$ cat src/rtl/scsc_pkg.sv
// shared types, constants and helpers for the servo command slew controller
// no dependencies
package scsc_pkg;

  localparam int POS_W       = 10;
  localparam int TEMP_W      = 8;
  localparam int CFG_DATA_W  = 10;
  localparam int CFG_INDEX_W = 2;
  localparam int PULSE_V_W   = 12;
  localparam int PULSE_H_W   = 13;
  localparam int IR_DUTY_W   = 14;

  localparam logic [7:0] HDR_SERVO = 8'hAA;
  localparam logic [7:0] HDR_TEMP  = 8'hAB;
  localparam logic [7:0] HDR_IR    = 8'hAD;

  localparam logic [POS_W-1:0]     STEP_SIZE_RESET    = 10'd10;
  localparam logic [POS_W-1:0]     POS_LIMIT_RESET    = 10'd1000;
  localparam logic [TEMP_W-1:0]    FAN_ON_TEMP_RESET  = 8'd53;
  localparam logic [TEMP_W-1:0]    FAN_OFF_TEMP_RESET = 8'd48;
  localparam logic [IR_DUTY_W-1:0] IR_DUTY_FULL       = 14'd10000;
  localparam logic [3:0]           IR_LEVEL_MAX       = 4'd10;

  localparam logic [PULSE_V_W-1:0] PULSE_V_BASE = 12'd2020;
  localparam logic [PULSE_H_W-1:0] PULSE_H_BASE = 13'd1700;

  typedef logic [POS_W-1:0] pos_t;

  typedef enum logic [CFG_INDEX_W-1:0] {
    REG_STEP_SIZE      = 2'd0,
    REG_POSITION_LIMIT = 2'd1,
    REG_FAN_ON_TEMP    = 2'd2,
    REG_FAN_OFF_TEMP   = 2'd3
  } cfg_reg_t;

  typedef struct packed {
    logic [PULSE_V_W-1:0] pulse_vertical;
    logic [PULSE_H_W-1:0] pulse_horizontal;
    logic                 fan_on;
    logic [IR_DUTY_W-1:0] ir_duty;
    logic                 targets_loaded;
  } result_t;

  // 2020 + 2 * pos
  function automatic logic [PULSE_V_W-1:0] pulse_vertical_of(input pos_t pos);
    return PULSE_V_BASE + {1'b0, pos, 1'b0};
  endfunction

  // 1700 + floor(2.5 * pos) = 1700 + 2 * pos + pos / 2
  function automatic logic [PULSE_H_W-1:0] pulse_horizontal_of(input pos_t pos);
    return PULSE_H_BASE + {2'b00, pos, 1'b0} + {4'b0000, pos[POS_W-1:1]};
  endfunction

  // 10000 - 1000 * level
  function automatic logic [IR_DUTY_W-1:0] ir_duty_of(input logic [3:0] level);
    logic [IR_DUTY_W-1:0] drop;
    drop = IR_DUTY_W'(level) * IR_DUTY_W'(1000);
    return IR_DUTY_FULL - drop;
  endfunction

endpackage

$ cat src/rtl/scsc_item_if.sv
// input channel: one command frame or timer tick per transfer
// depends on nothing
interface scsc_item_if;
  logic       valid;
  logic       ready;
  logic       cmd;
  logic [7:0] header;
  logic [7:0] byte_one;
  logic [7:0] byte_two;
  logic [7:0] byte_three;
  logic [7:0] byte_four;
  logic [7:0] check_byte;

  modport source (output valid, cmd, header, byte_one, byte_two, byte_three, byte_four,
                  check_byte, input ready);
  modport sink (input valid, cmd, header, byte_one, byte_two, byte_three, byte_four,
                check_byte, output ready);
endinterface

$ cat src/rtl/scsc_result_if.sv
// output channel: pulse widths and drive state, one transfer per item
// depends on nothing
interface scsc_result_if;
  logic        valid;
  logic        ready;
  logic [11:0] pulse_vertical;
  logic [12:0] pulse_horizontal;
  logic        fan_on;
  logic [13:0] ir_duty;
  logic        targets_loaded;

  modport source (output valid, pulse_vertical, pulse_horizontal, fan_on, ir_duty,
                  targets_loaded, input ready);
  modport sink (input valid, pulse_vertical, pulse_horizontal, fan_on, ir_duty,
                targets_loaded, output ready);
endinterface

$ cat src/rtl/scsc_slew.sv
// one axis of the slew limiter: step toward target, clamp, snap within two steps
// depends on scsc_pkg
module scsc_slew
  import scsc_pkg::*;
(
  input  pos_t       position,
  input  pos_t       target,
  input  logic       up,
  input  pos_t       step_size,
  output pos_t       position_next
);

  logic [POS_W:0]   step_up;
  pos_t             stepped;
  pos_t             moved;
  pos_t             diff;
  logic [POS_W:0]   window;

  always_comb begin
    step_up = {1'b0, position} + {1'b0, step_size};
    if (up) begin
      stepped = step_up[POS_W] ? '1 : step_up[POS_W-1:0];
    end else begin
      stepped = (step_size > position) ? '0 : position - step_size;
    end
    moved = (position != target) ? stepped : position;
    diff = (moved >= target) ? moved - target : target - moved;
    window = {step_size, 1'b0};
    position_next = ({1'b0, diff} < window) ? target : moved;
  end

endmodule

$ cat src/rtl/servo_command_slew_controller_core.sv
// servo command slew controller, top level
// depends on scsc_pkg, scsc_item_if, scsc_result_if, scsc_slew
//
// throughput: one item per cycle while the skid entry is empty; the whole state update sits
//   combinationally between the input handshake and the result register, and a two-entry
//   output stage takes one more item, parked in the skid entry, while a result waits
// reset: synchronous, clears positions, targets and directions, fan on, ir duty 10000,
//   configuration registers to 10 / 1000 / 53 / 48
module servo_command_slew_controller_core
  import scsc_pkg::*;
(
  input  logic                   clk,
  input  logic                   rst,
  input  logic                   cfg_write,
  input  logic [CFG_INDEX_W-1:0] cfg_index,
  input  logic [CFG_DATA_W-1:0]  cfg_data,
  scsc_item_if.sink              item,
  scsc_result_if.source          result
);

  // configuration registers
  pos_t              step_size;
  pos_t              position_limit;
  logic [TEMP_W-1:0] fan_on_temp;
  logic [TEMP_W-1:0] fan_off_temp;

  // controller state
  pos_t                 target_vertical;
  pos_t                 target_horizontal;
  pos_t                 position_vertical;
  pos_t                 position_horizontal;
  logic                 dir_vertical_up;
  logic                 dir_horizontal_up;
  logic                 fan_state;
  logic [IR_DUTY_W-1:0] ir_level_value;

  pos_t                 target_vertical_next;
  pos_t                 target_horizontal_next;
  pos_t                 position_vertical_next;
  pos_t                 position_horizontal_next;
  logic                 dir_vertical_up_next;
  logic                 dir_horizontal_up_next;
  logic                 fan_state_next;
  logic [IR_DUTY_W-1:0] ir_level_value_next;
  logic                 loaded;

  // output stage: result register plus skid entry
  logic    out_valid;
  result_t out_data;
  logic    skid_valid;
  result_t skid_data;
  result_t result_new;

  logic    accept;
  logic    out_free;

  // frame decode
  logic [7:0]  checksum;
  logic [15:0] raw_vertical;
  logic [15:0] raw_horizontal;
  pos_t        clip_vertical;
  pos_t        clip_horizontal;
  logic [3:0]  ir_high;
  logic [3:0]  ir_low;
  pos_t        slew_vertical;
  pos_t        slew_horizontal;

  // ready as long as the skid entry is empty
  assign item.ready = !skid_valid;
  assign accept     = item.valid && item.ready;
  assign out_free   = !out_valid || result.ready;

  // configuration writes
  always_ff @(posedge clk) begin
    if (rst) begin
      step_size      <= STEP_SIZE_RESET;
      position_limit <= POS_LIMIT_RESET;
      fan_on_temp    <= FAN_ON_TEMP_RESET;
      fan_off_temp   <= FAN_OFF_TEMP_RESET;
    end else if (cfg_write) begin
      case (cfg_reg_t'(cfg_index))
        REG_STEP_SIZE:      step_size      <= cfg_data;
        REG_POSITION_LIMIT: position_limit <= cfg_data;
        REG_FAN_ON_TEMP:    fan_on_temp    <= cfg_data[TEMP_W-1:0];
        REG_FAN_OFF_TEMP:   fan_off_temp   <= cfg_data[TEMP_W-1:0];
        default: ;
      endcase
    end
  end

  // one slew unit per axis, used on ticks
  scsc_slew u_slew_vertical (
    .position      (position_vertical),
    .target        (target_vertical),
    .up            (dir_vertical_up),
    .step_size     (step_size),
    .position_next (slew_vertical)
  );

  scsc_slew u_slew_horizontal (
    .position      (position_horizontal),
    .target        (target_horizontal),
    .up            (dir_horizontal_up),
    .step_size     (step_size),
    .position_next (slew_horizontal)
  );

  // frame fields
  always_comb begin
    checksum       = item.byte_one + item.byte_two + item.byte_three + item.byte_four;
    raw_vertical   = {item.byte_one, item.byte_two};
    raw_horizontal = {item.byte_three, item.byte_four};
    // saturate received targets to the limit register
    clip_vertical   = (raw_vertical >= {6'd0, position_limit}) ? position_limit
                                                                : raw_vertical[POS_W-1:0];
    clip_horizontal = (raw_horizontal >= {6'd0, position_limit}) ? position_limit
                                                                  : raw_horizontal[POS_W-1:0];
    // ir code: high nibble must equal the complement of the low nibble
    ir_high = item.byte_one[7:4];
    ir_low  = ~item.byte_one[3:0];
  end

  // state update for one item
  always_comb begin
    target_vertical_next     = target_vertical;
    target_horizontal_next   = target_horizontal;
    position_vertical_next   = position_vertical;
    position_horizontal_next = position_horizontal;
    dir_vertical_up_next     = dir_vertical_up;
    dir_horizontal_up_next   = dir_horizontal_up;
    fan_state_next           = fan_state;
    ir_level_value_next      = ir_level_value;
    loaded                   = 1'b0;

    if (item.cmd) begin
      // timer tick: both axes move
      position_vertical_next   = slew_vertical;
      position_horizontal_next = slew_horizontal;
    end else begin
      case (item.header)
        HDR_SERVO: begin
          if (checksum == item.check_byte) begin
            target_vertical_next   = clip_vertical;
            target_horizontal_next = clip_horizontal;
            loaded                 = 1'b1;
          end
          // direction is recomputed from the (possibly unchanged) target even on a bad checksum
          dir_vertical_up_next   = target_vertical_next > position_vertical;
          dir_horizontal_up_next = target_horizontal_next > position_horizontal;
        end
        HDR_TEMP: begin
          // hysteresis, turn-on test wins when thresholds overlap
          if (item.byte_one >= fan_on_temp) begin
            fan_state_next = 1'b1;
          end else if (item.byte_one <= fan_off_temp) begin
            fan_state_next = 1'b0;
          end
        end
        HDR_IR: begin
          if (ir_high == ir_low && ir_high <= IR_LEVEL_MAX) begin
            ir_level_value_next = ir_duty_of(ir_high);
          end
        end
        default: ;
      endcase
    end

    // result reflects the state after the update
    result_new.pulse_vertical   = pulse_vertical_of(position_vertical_next);
    result_new.pulse_horizontal = pulse_horizontal_of(position_horizontal_next);
    result_new.fan_on           = fan_state_next;
    result_new.ir_duty          = ir_level_value_next;
    result_new.targets_loaded   = loaded;
  end

  // state registers, updated on each input transfer
  always_ff @(posedge clk) begin
    if (rst) begin
      target_vertical     <= '0;
      target_horizontal   <= '0;
      position_vertical   <= '0;
      position_horizontal <= '0;
      dir_vertical_up     <= 1'b0;
      dir_horizontal_up   <= 1'b0;
      fan_state           <= 1'b1;
      ir_level_value      <= IR_DUTY_FULL;
    end else if (accept) begin
      target_vertical     <= target_vertical_next;
      target_horizontal   <= target_horizontal_next;
      position_vertical   <= position_vertical_next;
      position_horizontal <= position_horizontal_next;
      dir_vertical_up     <= dir_vertical_up_next;
      dir_horizontal_up   <= dir_horizontal_up_next;
      fan_state           <= fan_state_next;
      ir_level_value      <= ir_level_value_next;
    end
  end

  // output stage control
  always_ff @(posedge clk) begin
    if (rst) begin
      out_valid  <= 1'b0;
      skid_valid <= 1'b0;
    end else if (out_free) begin
      if (skid_valid) begin
        // drain the skid entry; no transfer can be taken this cycle
        out_valid  <= 1'b1;
        skid_valid <= 1'b0;
      end else begin
        out_valid <= accept;
      end
    end else if (accept) begin
      // result register stalled, park the new result
      skid_valid <= 1'b1;
    end
  end

  // output stage payload
  always_ff @(posedge clk) begin
    if (out_free) begin
      out_data <= skid_valid ? skid_data : result_new;
    end
    if (!out_free && accept) begin
      skid_data <= result_new;
    end
  end

  assign result.valid            = out_valid;
  assign result.pulse_vertical   = out_data.pulse_vertical;
  assign result.pulse_horizontal = out_data.pulse_horizontal;
  assign result.fan_on           = out_data.fan_on;
  assign result.ir_duty          = out_data.ir_duty;
  assign result.targets_loaded   = out_data.targets_loaded;

endmodule
$ cat src/flat_wrapper.sv
// flat-port wrapper written by rule: the top's interface ports become plain ports
module servo_command_slew_controller_core_flat import scsc_pkg::*;
  (clk, rst, cfg_write, cfg_index, cfg_data, item_valid, item_cmd, item_header, item_byte_one, item_byte_two, item_byte_three, item_byte_four, item_check_byte, item_ready, result_valid, result_pulse_vertical, result_pulse_horizontal, result_fan_on, result_ir_duty, result_targets_loaded, result_ready);
  scsc_item_if item_i ();
  scsc_result_if result_i ();
  input  logic clk;
  input  logic rst;
  input  logic cfg_write;
  input  logic [CFG_INDEX_W-1:0] cfg_index;
  input  logic [CFG_DATA_W-1:0] cfg_data;
  input wire logic [$bits(item_i.valid)-1:0] item_valid;
  input wire logic [$bits(item_i.cmd)-1:0] item_cmd;
  input wire logic [$bits(item_i.header)-1:0] item_header;
  input wire logic [$bits(item_i.byte_one)-1:0] item_byte_one;
  input wire logic [$bits(item_i.byte_two)-1:0] item_byte_two;
  input wire logic [$bits(item_i.byte_three)-1:0] item_byte_three;
  input wire logic [$bits(item_i.byte_four)-1:0] item_byte_four;
  input wire logic [$bits(item_i.check_byte)-1:0] item_check_byte;
  output wire logic [$bits(item_i.ready)-1:0] item_ready;
  output wire logic [$bits(result_i.valid)-1:0] result_valid;
  output wire logic [$bits(result_i.pulse_vertical)-1:0] result_pulse_vertical;
  output wire logic [$bits(result_i.pulse_horizontal)-1:0] result_pulse_horizontal;
  output wire logic [$bits(result_i.fan_on)-1:0] result_fan_on;
  output wire logic [$bits(result_i.ir_duty)-1:0] result_ir_duty;
  output wire logic [$bits(result_i.targets_loaded)-1:0] result_targets_loaded;
  input wire logic [$bits(result_i.ready)-1:0] result_ready;
  assign item_i.valid = item_valid;
  assign item_i.cmd = item_cmd;
  assign item_i.header = item_header;
  assign item_i.byte_one = item_byte_one;
  assign item_i.byte_two = item_byte_two;
  assign item_i.byte_three = item_byte_three;
  assign item_i.byte_four = item_byte_four;
  assign item_i.check_byte = item_check_byte;
  assign item_ready = item_i.ready;
  assign result_valid = result_i.valid;
  assign result_pulse_vertical = result_i.pulse_vertical;
  assign result_pulse_horizontal = result_i.pulse_horizontal;
  assign result_fan_on = result_i.fan_on;
  assign result_ir_duty = result_i.ir_duty;
  assign result_targets_loaded = result_i.targets_loaded;
  assign result_i.ready = result_ready;
  servo_command_slew_controller_core u_core (.clk(clk), .rst(rst), .cfg_write(cfg_write), .cfg_index(cfg_index), .cfg_data(cfg_data), .item(item_i), .result(result_i));
endmodule
$ cat config.mk
export PLATFORM = sky130hd
export DESIGN_NAME = servo_command_slew_controller_core_flat
export DESIGN_NICKNAME = d
export VERILOG_FILES = /design/src/rtl/scsc_pkg.sv /design/src/rtl/scsc_item_if.sv /design/src/rtl/scsc_result_if.sv /design/src/rtl/scsc_slew.sv /design/src/rtl/servo_command_slew_controller_core.sv /design/src/flat_wrapper.sv
export SDC_FILE = /design/constraint.sdc
export NUM_CORES = 1
export LEC_CHECK = 0
export BUFFER_PORTS_ARGS = -buffer_cell sky130_fd_sc_hd__buf_2
export CAP_MARGIN = 20
export CORE_MARGIN = 2
export CORE_UTILIZATION = 24
export CTS_CLUSTER_SIZE = 25
export DETAILED_ROUTE_END_ITERATION = 8
export GPL_ROUTABILITY_DRIVEN = 0
export GPL_TIMING_DRIVEN = 1
export SLEW_MARGIN = 40
export SYNTH_ARGS = -nofsm -noshare
export SYNTH_HDL_FRONTEND = slang
export SYNTH_SLANG_ARGS = --single-unit
$ cat constraint.sdc
create_clock -name clk -period 13.3 [get_ports clk]
set_clock_uncertainty 0.15 [all_clocks]
set_input_delay 1.995 -clock clk [delete_from_list [all_inputs] [get_ports clk]]
set_output_delay 1.995 -clock clk [all_outputs]
set_load 0.01 [all_outputs]
==> run summary, run 1 <==
RSZ-0062 raised after global routing = false
Slew margin rel. = 0.432
Clock sink count = 175
Vias in the first global route = 12808
Max-cap violations = 0
Synth top area share = 0.149
Die span in x = 263 um
EDFF count, synth = 80
CP max FO = 15
F_max = 89.0 MHz
Hold crit path type = register to register
Crit path kind = register to register
WL final = 49400 um
Die area = 69200 um2
GRT Total Usage = 0.140
Yosys cell types = 107
First-pass GRT wire length = 76100 um
Synth async-reset ratio = 0
Final #Nets = 2173
Initial antenna violation count = 2
Actual slew at the worst max-slew pin = 0.849 ns
Ys flop type = dfxtp_1
CTS max path bufs = 2
CTS buffer count = 17
Synth Instances = 1818
Hold bufs inserted after CTS = 0
Hpwl dp = 38700 um
CTS tree = built
Most used cell, CP = ha_1
Largest net degree at the start of global routing = 57
First-pass detailed-route iteration total = 5
Post-route minimum period = 11.23 ns
Endpoints failing hold = 0
Status = finished, final reports clean
Core ar. = 66100 um2
Post-Synthesis Net Count = 2102
WL met2 = 21400 um
Clk_lat worst skew = 0.45 ns
Fillers = 7122
DRC Markers = 0
Initial DRC Count = 1204
CTS H-tree depth = 4
CP Buf/Inv Count = 3
Port bufs = 107
Ports = 109
FF/Latch Area = 4300 um2
Area occupied by multi-input gates = 10900 um2
Post_cts resized = 0
Die H = 263 um
Slew Viols, Final = 0
Area Overhead vs Synth = 12.9%
Crit path largest cell delay = 0.62 ns
Synth area leaders = edfxtp_1 15%, ha_1 15%, dfxtp_1 12%
Share of layout cells above drive strength 1 = 0.141
Cell taking the most area after synthesis = edfxtp_1
Synthesized area per cell = 8.86 um2
Sequential cell area fraction in the yosys report = 0.267
Clock transition at the registers of the reported paths = 0.07 ns
Vias per std cell = 5.00
Top delay family on crit path = compound AO/OA/AOI/OAI gates
Yosys reg bits = 175
Startpoint Class = register
Row cnt = 94
CTS root buf = clkbuf_16
DR vias = 13833
Antenna viol nets, final = 0
Critical path's slowest cell = or4_4
Fin crit share = 0.844
Met1 WL = 23800 um
Syn Std Cell Area = 16100 um2
GRT overflow = 0
Final setup fails = 0
Routed len/inst = 17.9 um
CP Capture Type = register
Setup TNS = 0 ns
Yosys warning count = 0
Top Metal Used = met4
Initial core utilization = 0.244
Worst Path Required = 13.35 ns
CP Data Arrival Time = 11.28 ns
Met3 WL = 3210 um
Post-CTS setup buffer count = 0
-- flip-flops by register name (all words and copies together) (netlist names) --
name	flops
u_core.step_size	10
u_core.position_vertical	10
u_core.position_limit	10
u_core.skid_valid	1
u_core.fan_state	1
u_core.position_horizontal	10
u_core.skid_data	40
u_core.fan_on_temp	8
u_core.result.targets_loaded	1
u_core.result.fan_on	1
u_core.result.pulse_horizontal	13
u_core.target_horizontal	10
u_core.dir_vertical_up	1
u_core.result.valid	1
u_core.result.pulse_vertical	11
u_core.fan_off_temp	8
u_core.result.ir_duty	14
u_core.ir_level_value	14
u_core.target_vertical	10
u_core.dir_horizontal_up	1
-- area by class of cell --
| type | count | area share |
|---|---|---|
| Sequential cell | 175 | 0.237 |
| Inverter | 172 | 0.0358 |
| Clock buffer | 19 | 0.0250 |
| Multi-Input combinational cell | 1396 | 0.598 |
| Antenna cell | 1 | 0.000138 |
| Timing Repair Buffer | 127 | 0.0377 |
| Clock inverter | 13 | 0.00743 |
| Tap cell | 864 | 0.0595 |
-- through the flow --
step / setup WS (ns) / instances / instance area (um2) / hold slack, ns / utilization
2_1_floorplan: 3.81 / 1818 / 16100 / 0.279 / -
3_3_place_gp: 2.47 / 2732 / 17600 / 0.288 / 0.266
3_5_place_dp: 2.29 / 2734 / 17600 / 0.294 / 0.266
4_1_cts: 2.22 / 2766 / 18200 / 0.303 / 0.275
5_1_grt: 1.19 / 2767 / 18200 / 0.313 / 0.275
6_report: 2.07 / 2767 / 18200 / 0.303 / 0.275
-- per-layer routing --
metal,up-vias,global-route usage
met5,-,0
met4,0,0.0372
met3,53,0.0218
met2,499,0.214
met1,6575,0.202
li1,6706,-
-- final timing paths --
kind                                   from                                 to  slack, ns  cells past startpoint
setup / recovery        u_core.step_size[9]  u_core.result.pulse_horizontal[9]       2.07                     42
hold / removal    u_core.ir_level_value[12]          u_core.ir_level_value[12]       0.30                      2
setup reg to reg        u_core.step_size[9]  u_core.result.pulse_horizontal[9]       2.07                     42
hold reg to reg   u_core.ir_level_value[12]          u_core.ir_level_value[12]       0.30                      2
-- logic make-up (layout without fill, tap and decap cells) --
logic type	Yosys count	after routing	synth area share
XOR/XNOR	101	101	0.0558
multiplexers	85	85	0.0596
AND/OR/NAND/NOR	497	497	0.153
flip-flops	175	175	0.267
other	1	2	0.000233
adder cells (fa/ha/maj)	218	218	0.183
buffers and inverters	247	331	0.0610
AO/OA/AOI/OAI	494	494	0.220
-- worst min-delay path: stages, from the launching register on --
cell and delay [ns]:
dfxtp_1 0.31, nand2_1 0.05, a21oi_1 0.05
-- cell usage after synthesis (31+ instances only) --
library cell	n
ha_1	188
a211oi_1	38
mux2_2	51
nand2_1	161
inv_1	170
o21ai_0	73
clkbuf_1	53
nor2_1	109
edfxtp_1	80
nand4_1	31
dfxtp_1	95
a21o_1	56
nand3_1	42
xor2_1	38
a21oi_1	128
xnor2_1	62
-- placed cells by master (no fill, tap or decap), types with 56 or more instances in the layout --
cell type,synthesis,routed
o21ai_0,73,73
inv_1,170,170
xnor2_1,62,62
edfxtp_1,80,80
a21oi_1,128,128
nand2_1,161,161
a21o_1,56,56
nor2_1,109,106
dfxtp_1,95,95
buf_2,12,107
ha_1,188,187
Power of run 1 is not shown: default switching activity piles up to over one toggle a cycle in this logic, so the estimate is an artifact.
==> run 2, diff against run 1 <==
clock period = 10.3 ns   (was 13.3 ns; I/O delays follow)
==> run summary, run 2 (synthesis results as in run 1) <==
Status = finished, final reports clean
GRT overflow = 0
Row cnt = 94
Post-route minimum period = 9.72 ns
First-pass GRT wire length = 77100 um
Slew Viols, Final = 0
Slew margin rel. = 0.445
GR peak layer = met2
Antenna viol nets, final = 0
Core ar. = 66100 um2
DRC Markers = 0
Ant. Diodes = 0
Max-cap violations = 0
Largest register by flop count = u_core.skid_data
Vias per std cell = 4.94
Vias in the first global route = 13080
Die area = 69200 um2
Largest net degree at the start of global routing = 53
GR met2 Demand/Resource = 0.213
Final #Nets = 2212
CTS buffer count = 17
Crit path kind = register to register
Die H = 263 um
Hold crit path type = register to register
CTS root buf = clkbuf_16
Endpoints failing hold = 0
Hpwl dp = 39500 um
DR vias = 13861
Most frequent cells in the layout = 185 x ha_1, 170 x inv_1, 160 x nand2_1
Crit path largest cell delay = 0.40 ns
CTS tree = built
Clock sink count = 175
Share of layout cells above drive strength 1 = 0.162
Worst Path Required = 10.37 ns
Met1 Track Usage GR = 0.205
CP Data Arrival Time = 9.79 ns
Ports = 109
F_max = 103 MHz
Met3 Usage GRT = 0.0283
Area Overhead vs Synth = 14.6%
Clk_lat worst skew = 0.47 ns
Routed len/inst = 17.8 um
CP Capture Type = register
CTS H-tree depth = 4
CP max FO = 7
Clock transition at the registers of the reported paths = 0.07 ns
WL final = 50000 um
Critical path's slowest cell = fa_1
Port bufs = 107
Final setup fails = 0
Initial DRC Count = 1329
Max reg flops = 40
Startpoint Class = register
Fin crit share = 0.944
Commonest non-fill, non-tap cell in the layout = ha_1
CTS max path bufs = 2
Initial core utilization = 0.244
Initial antenna violation count = 0
Die span in x = 263 um
First-pass detailed-route iteration total = 5
Most used cell, CP = ha_1
Actual slew at the worst max-slew pin = 0.823 ns
GRT Total Usage = 0.143
Finished Core Util = 0.279
[run 2: final cells by class]
cell class	count	area, um2
Tap cell	864	1080
Clock inverter	12	101
Fill cell	7112	47600
Sequential cell	175	4310
Clock buffer	20	437
Multi-Input combinational cell	1396	10900
Timing Repair Buffer	166	978
Inverter	172	651
[run 2: critical path: cells and delay by family, from the launching register on]
family | cells | cell delay (ns)
fa+ha+maj | 6 | 1.73
mux | 3 | 0.86
buf+inv | 3 | 0.22
compound gates | 20 | 4.10
flops | 1 | 0.38
simple gates | 10 | 1.60
xor+xnor | 2 | 0.46
[run 2: worst paths after layout]
kind                                 start                                 to  slack [ns]  depth (start not counted)
max          u_core.position_horizontal[0]  u_core.result.pulse_horizontal[9]        0.58                         44
min               u_core.ir_level_value[3]           u_core.ir_level_value[3]        0.30                          2
max reg2reg  u_core.position_horizontal[0]  u_core.result.pulse_horizontal[9]        0.58                         44
min reg2reg       u_core.ir_level_value[3]           u_core.ir_level_value[3]        0.30                          2
[run 2: timing repair]
action | in CTS | in global routing
pin swaps | 1 | 4
setup buffers | 1 | 2
endpoints found under the setup margin | 1 | 10
hold buffers | 0 | 0
resized for setup | 1 | 11
[run 2: through the flow]
stage / area [um2] / TNS [ns] / hold WS, ns / std cells / setup slack, ns
3_5_place_dp: 17900 / -0.0146 / 0.293 / 2770 / -0.0146
6_report: 18500 / 0 / 0.298 / 2805 / 0.576
5_1_grt: 18500 / -0.00726 / 0.323 / 2805 / -0.00726
3_3_place_gp: 17800 / 0 / 0.287 / 2770 / 0.180
2_1_floorplan: 16100 / 0 / 0.279 / 1818 / 0.805
4_1_cts: 18400 / 0 / 0.303 / 2803 / 0.00610
[run 2: metal layers]
layer	share of wire	up-vias
li1	-	6774
met2	0.42	448
met3	0.066	59
met4	0.025	0
met5	0	-
met1	0.49	6580
Power of run 2 is left out for the same reason.
